`config.mk`:
```
export PLATFORM = sky130hd
export DESIGN_NAME = grammar_token_scanner_unit
export DESIGN_NICKNAME = d
export VERILOG_FILES = /design/src/hw/rtl/gts_pkg.sv /design/src/hw/rtl/grammar_token_scanner_unit.sv
export SDC_FILE = /design/constraint.sdc
export NUM_CORES = 1
export LEC_CHECK = 0
export ABC_AREA = 1
export BUFFER_PORTS_ARGS = -buffer_cell sky130_fd_sc_hd__buf_2
export CAP_MARGIN = 20
export CORE_ASPECT_RATIO = 0.9
export CORE_MARGIN = 2
export CORE_UTILIZATION = 42
export DETAILED_ROUTE_END_ITERATION = 10
export SETUP_SLACK_MARGIN = 0.2
export SYNTH_ARGS = -nofsm -noshare
export SYNTH_HDL_FRONTEND = slang
export SYNTH_SLANG_ARGS = --single-unit
```
`constraint.sdc`:
```
create_clock -name aclk -period 6.6 [get_ports aclk]
set_input_delay 1.32 -clock aclk [delete_from_list [all_inputs] [get_ports aclk]]
set_output_delay 1.32 -clock aclk [all_outputs]
set_load 0.005 [all_outputs]
```
`src/hw/rtl/gts_pkg.sv`:
```
// Shared types, token kind codes and keyword helpers for the grammar token scanner.
// Has no dependencies; grammar_token_scanner_unit imports it.

package gts_pkg;

    typedef enum logic [2:0] {
        KIND_NTERM  = 3'd0,
        KIND_TERM   = 3'd1,
        KIND_DOLLAR = 3'd2,
        KIND_LAMBDA = 3'd3,
        KIND_BAR    = 3'd4,
        KIND_ARROW  = 3'd5,
        KIND_NL     = 3'd6,
        KIND_END    = 3'd7
    } kind_t;

    localparam int unsigned LINE_W = 20;
    localparam int unsigned COL_W  = 16;
    localparam int unsigned HASH_W = 64;
    localparam int unsigned TLEN_W = 7;

    localparam logic [LINE_W-1:0] LINE_MAX = '1;
    localparam logic [COL_W-1:0]  COL_MAX  = '1;

    // The hash register holds the running hash already multiplied by 13,
    // so the seed 1337 is stored as 1337 * 13.
    localparam logic [HASH_W-1:0] HASH13_SEED = 64'd17381;

    // Keyword match bits: arrow, bar, dollar, lambda from bit 0 up.
    localparam int unsigned KW_ARROW  = 0;
    localparam int unsigned KW_BAR    = 1;
    localparam int unsigned KW_DOLLAR = 2;
    localparam int unsigned KW_LAMBDA = 3;

    typedef struct packed {
        logic              last;
        logic [COL_W-1:0]  column_number;
        logic [LINE_W-1:0] line_number;
        logic [HASH_W-1:0] token_hash;
        logic              full_res;
        logic [TLEN_W-1:0] token_length;
        kind_t             kind;
    } res_t;

    // Which keywords still agree with byte c at position pos (pos saturates at 7).
    function automatic logic [3:0] kw_hit(input logic [2:0] pos, input logic [7:0] c);
        logic [3:0] hit;
        logic [7:0] lam_ch;
        hit = 4'b0000;
        case (pos)
            3'd0: lam_ch = "l";
            3'd1: lam_ch = "a";
            3'd2: lam_ch = "m";
            3'd3: lam_ch = "b";
            3'd4: lam_ch = "d";
            3'd5: lam_ch = "a";
            default: lam_ch = 8'h00;
        endcase
        hit[KW_ARROW]  = ((pos == 3'd0) && (c == "-")) || ((pos == 3'd1) && (c == ">"));
        hit[KW_BAR]    = (pos == 3'd0) && (c == "|");
        hit[KW_DOLLAR] = (pos == 3'd0) && (c == "$");
        hit[KW_LAMBDA] = (pos < 3'd6) && (c == lam_ch);
        return hit;
    endfunction

    // Kind of a finished token from its flags; any capital letter wins.
    function automatic kind_t classify(input logic upper, input logic [3:0] km,
                                       input logic is1, input logic is2,
                                       input logic is6);
        kind_t k;
        if (upper) begin
            k = KIND_NTERM;
        end else if (km[KW_ARROW] && is2) begin
            k = KIND_ARROW;
        end else if (km[KW_BAR] && is1) begin
            k = KIND_BAR;
        end else if (km[KW_DOLLAR] && is1) begin
            k = KIND_DOLLAR;
        end else if (km[KW_LAMBDA] && is6) begin
            k = KIND_LAMBDA;
        end else begin
            k = KIND_TERM;
        end
        return k;
    endfunction

    function automatic logic [HASH_W-1:0] times13(input logic [HASH_W-1:0] h);
        return (h << 3) + (h << 2) + h;
    endfunction

endpackage

```
`src/hw/rtl/grammar_token_scanner_unit.sv`:
```
// Grammar token scanner top level: tokenizer state, classification and result queue.
// Depends on gts_pkg for kind codes, the result struct and keyword helpers.

// The scanner takes one input word per accepted handshake on the s_ channel:
// a byte in s_tdata, or an end-of-input mark when s_tuser is high. Space, tab
// and CR close a token; newline and end of input close a token and then give
// a token of their own. Each result word on the m_ channel carries kind,
// length, full flag, hash, line and column; m_tlast marks the final result
// caused by one input word.
// All work for an input word is done in the cycle it is accepted, and its
// results are written into a four-entry result queue, whose head drives
// m_tdata directly. The scanner accepts one word every cycle while the queue
// has room for two results; words that cause two results (token plus newline
// or end) fill the queue faster than it drains, so the rate is set by the
// output port at one result per cycle while m_tready stays high.
// Reset (aresetn low, synchronous) clears the queue, closes any open token,
// sets the line to 1 and the column to 0. When the receiver stalls, results
// wait in the queue and s_tready falls once fewer than two entries are free.
// A token that grows to MAX_TOKEN-1 bytes is sent at once with full_res set.

module grammar_token_scanner_unit
    import gts_pkg::*;
#(
    parameter int unsigned MAX_TOKEN = 128
) (
    input  logic         aclk,
    input  logic         aresetn,
    input  logic         s_tvalid,
    output logic         s_tready,
    input  logic [7:0]   s_tdata,   // ch
    input  logic         s_tuser,   // at_end
    output logic         m_tvalid,
    input  logic         m_tready,
    output logic [111:0] m_tdata,   // kind, token_length, full_res, token_hash,
                                    // line_number, column_number, one zero pad bit
    output logic         m_tlast    // last
);

    localparam int unsigned LEN_W = $clog2(MAX_TOKEN);
    localparam logic [LEN_W-1:0] LEN_LIMIT = LEN_W'(MAX_TOKEN - 1);
    localparam int unsigned DEPTH = 4;
    localparam int unsigned PTR_W = 2;
    localparam int unsigned CNT_W = 3;

    // Tokenizer state.
    logic              in_token_reg, in_token_next;
    logic [LEN_W-1:0]  len_reg, len_next;
    logic              upper_reg, upper_next;
    logic [3:0]        km_reg, km_next;
    logic [HASH_W-1:0] hash13_reg, hash13_next;
    logic [LINE_W-1:0] line_reg, line_next;
    logic [COL_W-1:0]  col_reg, col_next;

    // Result queue.
    res_t              fifo_mem_reg [DEPTH];
    logic [PTR_W-1:0]  wr_ptr_reg, wr_ptr_next;
    logic [PTR_W-1:0]  rd_ptr_reg, rd_ptr_next;
    logic [CNT_W-1:0]  cnt_reg, cnt_next;

    logic              accept, pop;
    logic [1:0]        n_push;
    res_t              res_a, res_b, tok_res, full_res_w, spec_res;
    logic [LEN_W-1:0]  len_inc;
    logic [LEN_W+6:0]  len_ext, len_inc_ext;
    logic [2:0]        pos;
    logic [3:0]        km_char;
    logic              upper_char;
    logic [HASH_W-1:0] hash13_char;
    logic [COL_W-1:0]  col_inc;
    logic [LINE_W-1:0] line_inc;
    logic              is_sep, is_nl;

    assign accept   = s_tvalid && s_tready;
    assign pop      = m_tvalid && m_tready;
    assign s_tready = (cnt_reg <= CNT_W'(DEPTH - 2));

    assign col_inc  = (col_reg == COL_MAX) ? col_reg : col_reg + 1'b1;
    assign line_inc = (line_reg == LINE_MAX) ? line_reg : line_reg + 1'b1;
    assign is_sep   = (s_tdata == 8'h20) || (s_tdata == 8'h09) || (s_tdata == 8'h0D);
    assign is_nl    = (s_tdata == 8'h0A);

    // Values of the token after this byte joins it.
    assign pos         = (len_reg < LEN_W'(6)) ? len_reg[2:0] : 3'd7;
    assign km_char     = km_reg & kw_hit(pos, s_tdata);
    assign upper_char  = upper_reg || ((s_tdata >= "A") && (s_tdata <= "Z"));
    assign len_inc     = len_reg + 1'b1;
    assign len_ext     = {7'd0, len_reg};
    assign len_inc_ext = {7'd0, len_inc};
    // 13 * (h + c) written as 13 * h + 13 * c, both products as shifts and adds.
    assign hash13_char = times13(hash13_reg) + times13(HASH_W'(s_tdata));

    // The open token as it stands before this word.
    always_comb begin
        tok_res.kind          = classify(upper_reg, km_reg, len_reg == LEN_W'(1),
                                         len_reg == LEN_W'(2), len_reg == LEN_W'(6));
        tok_res.token_length  = len_ext[6:0];
        tok_res.full_res      = 1'b0;
        tok_res.token_hash    = hash13_reg;
        tok_res.line_number   = line_reg;
        tok_res.column_number = col_reg;
        tok_res.last          = is_sep && !s_tuser;
    end

    // The token closed by reaching the length limit with this byte. Its hash
    // register already holds the closing multiply by 13.
    always_comb begin
        full_res_w.kind          = classify(upper_char, km_char, len_inc == LEN_W'(1),
                                            len_inc == LEN_W'(2), len_inc == LEN_W'(6));
        full_res_w.token_length  = len_inc_ext[6:0];
        full_res_w.full_res      = 1'b1;
        full_res_w.token_hash    = hash13_char;
        full_res_w.line_number   = line_reg;
        full_res_w.column_number = col_inc;
        full_res_w.last          = 1'b1;
    end

    // Newline or end result.
    always_comb begin
        spec_res.kind          = s_tuser ? KIND_END : KIND_NL;
        spec_res.token_length  = '0;
        spec_res.full_res      = 1'b0;
        spec_res.token_hash    = '0;
        spec_res.line_number   = s_tuser ? line_reg : line_inc;
        spec_res.column_number = s_tuser ? col_inc : '0;
        spec_res.last          = 1'b1;
    end

    // Next tokenizer state and the results of the accepted word.
    always_comb begin
        in_token_next = in_token_reg;
        len_next      = len_reg;
        upper_next    = upper_reg;
        km_next       = km_reg;
        hash13_next   = hash13_reg;
        line_next     = line_reg;
        col_next      = col_reg;
        n_push        = 2'd0;
        res_a         = tok_res;
        res_b         = spec_res;
        if (accept) begin
            if (s_tuser || is_nl) begin
                if (in_token_reg) begin
                    n_push = 2'd2;
                end else begin
                    n_push = 2'd1;
                    res_a  = spec_res;
                end
                in_token_next = 1'b0;
                len_next      = '0;
                upper_next    = 1'b0;
                km_next       = 4'hF;
                hash13_next   = HASH13_SEED;
                if (s_tuser) begin
                    col_next = col_inc;
                end else begin
                    line_next = line_inc;
                    col_next  = '0;
                end
            end else if (is_sep) begin
                n_push        = in_token_reg ? 2'd1 : 2'd0;
                in_token_next = 1'b0;
                len_next      = '0;
                upper_next    = 1'b0;
                km_next       = 4'hF;
                hash13_next   = HASH13_SEED;
                col_next      = col_inc;
            end else begin
                col_next = col_inc;
                if (len_inc == LEN_LIMIT) begin
                    n_push        = 2'd1;
                    res_a         = full_res_w;
                    in_token_next = 1'b0;
                    len_next      = '0;
                    upper_next    = 1'b0;
                    km_next       = 4'hF;
                    hash13_next   = HASH13_SEED;
                end else begin
                    in_token_next = 1'b1;
                    len_next      = len_inc;
                    upper_next    = upper_char;
                    km_next       = km_char;
                    hash13_next   = hash13_char;
                end
            end
        end
    end

    // Queue pointers and fill count.
    always_comb begin
        wr_ptr_next = wr_ptr_reg + PTR_W'(n_push);
        rd_ptr_next = pop ? rd_ptr_reg + 1'b1 : rd_ptr_reg;
        cnt_next    = cnt_reg + CNT_W'(n_push) - CNT_W'(pop);
    end

    always_ff @(posedge aclk) begin
        if (!aresetn) begin
            in_token_reg <= 1'b0;
            len_reg      <= '0;
            upper_reg    <= 1'b0;
            km_reg       <= 4'hF;
            hash13_reg   <= HASH13_SEED;
            line_reg     <= LINE_W'(1);
            col_reg      <= '0;
            wr_ptr_reg   <= '0;
            rd_ptr_reg   <= '0;
            cnt_reg      <= '0;
        end else begin
            in_token_reg <= in_token_next;
            len_reg      <= len_next;
            upper_reg    <= upper_next;
            km_reg       <= km_next;
            hash13_reg   <= hash13_next;
            line_reg     <= line_next;
            col_reg      <= col_next;
            wr_ptr_reg   <= wr_ptr_next;
            rd_ptr_reg   <= rd_ptr_next;
            cnt_reg      <= cnt_next;
        end
    end

    // Queue storage needs no reset; entries are only read after being written.
    always_ff @(posedge aclk) begin
        if (n_push != 2'd0) begin
            fifo_mem_reg[wr_ptr_reg] <= res_a;
        end
        if (n_push == 2'd2) begin
            fifo_mem_reg[wr_ptr_reg + 1'b1] <= res_b;
        end
    end

    assign m_tvalid = (cnt_reg != '0);
    assign m_tdata  = {1'b0, fifo_mem_reg[rd_ptr_reg][110:0]};
    assign m_tlast  = fifo_mem_reg[rd_ptr_reg].last;

`ifndef SYNTH
    // The queue never holds more entries than it has.
    a_cnt_bound: assert property (@(posedge aclk) disable iff (!aresetn)
        cnt_reg <= CNT_W'(DEPTH))
        else $error("result queue overfilled");

    // A closed token leaves no length or hash behind.
    a_idle_token: assert property (@(posedge aclk) disable iff (!aresetn)
        !in_token_reg |-> (len_reg == '0) && (hash13_reg == HASH13_SEED))
        else $error("token state not cleared");

    // An open token has at least one byte and stays below the length limit.
    a_open_token: assert property (@(posedge aclk) disable iff (!aresetn)
        in_token_reg |-> (len_reg != '0) && (len_reg < LEN_LIMIT))
        else $error("open token length out of range");

    // The line counter starts at one and only saturates, so it is never zero.
    a_line_nonzero: assert property (@(posedge aclk) disable iff (!aresetn)
        line_reg != '0)
        else $error("line counter reached zero");
`endif

endmodule

```
==> metrics.yaml <==
status:
  outcome: "complete, no violations"
clock_tree:
  numCtsBuffers: 60
  clkTransAtPathRegs_ps: 60
  h-tree-depth: 2
  clock_path_buffers: 3
  cts_root_buf: "clkbuf_16"
  clk_latency_ps: 650
  postCtsSetupBuffers: 0
  clkSinkCount: 570
  cts_tree: "done"
  cts_resized: 0
  postCtsHoldBufs: 0
floorplan:
  core_area_mm2: 0.0842
  initial_core_util_pct: 42.3
  die_width_um: 311
  die_h_um: 280
  die_area_mm2: 0.0872
  io-pin-count: 128
  num_rows: 101
timing:
  max_slew_margin_pct: 27.2
  tightest_slew_ps: 1090
  setup_violations: 0
  rsz0062_at_grt: "false"
  finalCritPeriodShare_pct: 76.3
  min_period_ps: 5040
  max_freq_mhz: 199
  hold_viol_final: 0
  fin_tns_setup_ps: 0
  final_max_slew_viol_count: 0
  clock_skew_ps: 22.0
placed_design:
  portBuffers: 126
  routabilityCongestion: 0.993
  dp_hpwl_um: 81600
yosys:
  netlist_instances: 5151
  synth_flop_cell: "dfxtp_1"
  syn_nets: 5444
  synthDistinctLibCells: 50
  async_reset_ff_share_pct: 0
  ys_seq_area_share_pct: 36.2
  synth_enable_flop_cells: 148
  syn_avg_cell_area_um2: 6.92
  ys_seq_elements: 570
  yosys_warnings: 0
  synth_area_mm2: 0.0356
run:
  max_cap_viol_count: 0
grt:
  grt_antenna_before_repair: 2
  grt_max_degree: 105
  grt_pass1_vias: 31200
  track_usage_pct: 27.1
  grt_pass1_wl_um: 186000
  gr-total-overflow: 0
drt:
  drtIter0Drc: 3155
  dr.pass1.iters: 5
  routedWlPerCell_um: 19.0
  via_per_inst: 5.34
  routed_wl_um: 120000
  via_count: 33800
  drc: 0
  ant_nets: 0
cells_and_area:
  final_cell_mix: "2020 x nand2_1, 439 x nor2_1, 420 x dfxtp_1, 398 x inv_1, 376 x o21ai_0"
  num_antenna_cells: 0
  syn2layout_area_growth_pct: 9.90
  num-nets-final: 5447
  final_common_cell: "nand2_1"
  layout-drive-gt1-share_pct: 6.50
  largest_reg_flops: 448
power_and_ir_drop:
  leakage_uw: 0.0192
  p_total_uw: 13500
  cellPowerDensity_mw_per_mm2: 345
  peakVddDrop_v: 0.000348
setup_path:
  crit_type: "in2reg"
  arrival_ps: 5570
  worstSetupStartpointType: "input port"
  crit_required_ps: 7140
  endpoint_kind: "flop"
  cp_max_fo: 6
hold_path:
  hp-class: "reg2reg"
## per-layer routing
layer | track usage (%) | wire length [um]
met5 | 0 | 0
met3 | 2.91 | 8870
met1 | 40.5 | 57400
met2 | 42.3 | 51800
met4 | 5.29 | 2080
## cell families (layout without fill, tap and decap cells)
logic type	after synthesis	in the layout	share of synthesized area, %
AOI/OAI and AO/OA	743	743	11.3
xor gates and xnor gates	70	70	1.72
adders and majority gates	280	280	11.6
buffers and inverters	652	704	7.37
DFF	570	570	36.2
other	1	1	0.0105
and+or+nand+nor	2835	2835	31.8
## power by group
part / internal (uW) / switching [uW]
logic: 1830 / 3980
clock network: 2010 / 1490
registers: 3910 / 275
## synthesized netlist by cell type, types with 34 or more instances
library cell,number,share of area [%]
buf_2,80,1.1
clkbuf_1,133,1.4
dfxtp_1,422,24
nor2_1,440,4.6
ha_1,196,6.9
nand2_1,2020,21
o22ai_1,157,2.8
a21oi_1,155,2.2
xor2_1,48,1.2
nand3_1,246,3.5
o21ai_0,376,5.3
inv_1,399,4.2
fa_1,84,4.7
nand4_1,34,0.60
edfxtp_1,148,12
## cell type report
class	count	area (um^2)
well taps	1133	1420
repair buffers	172	1120
inverters	421	1590
multi-input cells	3929	20100
clock inverters	28	324
flip-flops and latches	570	12900
clock buffers	83	1680
fillers	8861	45000
## through the flow
stage	worst slack (ps)	utilization, %	area, um^2	hold WS [ps]	cells
floorplan	1760	-	35600	414	5151
global placement	995	44.1	37100	423	6223
detailed placement	942	44.1	37100	427	6223
CTS	1610	46.5	39100	443	6334
global route	1310	46.5	39200	457	6336
finish	1560	46.5	39200	441	6336
## critical path, cell delays in order
cell,delay (ps)
buf_2,130
inv_1,160
fa_1,540
inv_1,50
fa_1,510
fa_1,560
fa_1,540
nand3_1,130
nand3_1,230
nand3_1,140
nand3_1,150
nand2_1,160
nand2_1,250
nand2_1,180
nand2_1,60
nand2_1,70
nand3_1,70
nand2_1,70
nand2_1,100
nand2_1,80
nand2_1,60
## worst paths after layout
check	startpoint	endpoint	slack [ps]	cells past startpoint
worst max-delay path	s_tdata[2]	fifo_mem_reg[1][74]$_SDFFE_PP0P_	1560	21
worst min-delay path	fifo_mem_reg[2][32]$_SDFFE_PP0P_	fifo_mem_reg[2][32]$_SDFFE_PP0P_	440	2
worst max register to register	hash13_reg[6]$_SDFFE_PN1P_	fifo_mem_reg[1][72]$_SDFFE_PP0P_	2150	19
worst min register to register	fifo_mem_reg[2][32]$_SDFFE_PP0P_	fifo_mem_reg[2][32]$_SDFFE_PP0P_	440	2
Power figures use the tool's default switching activity.
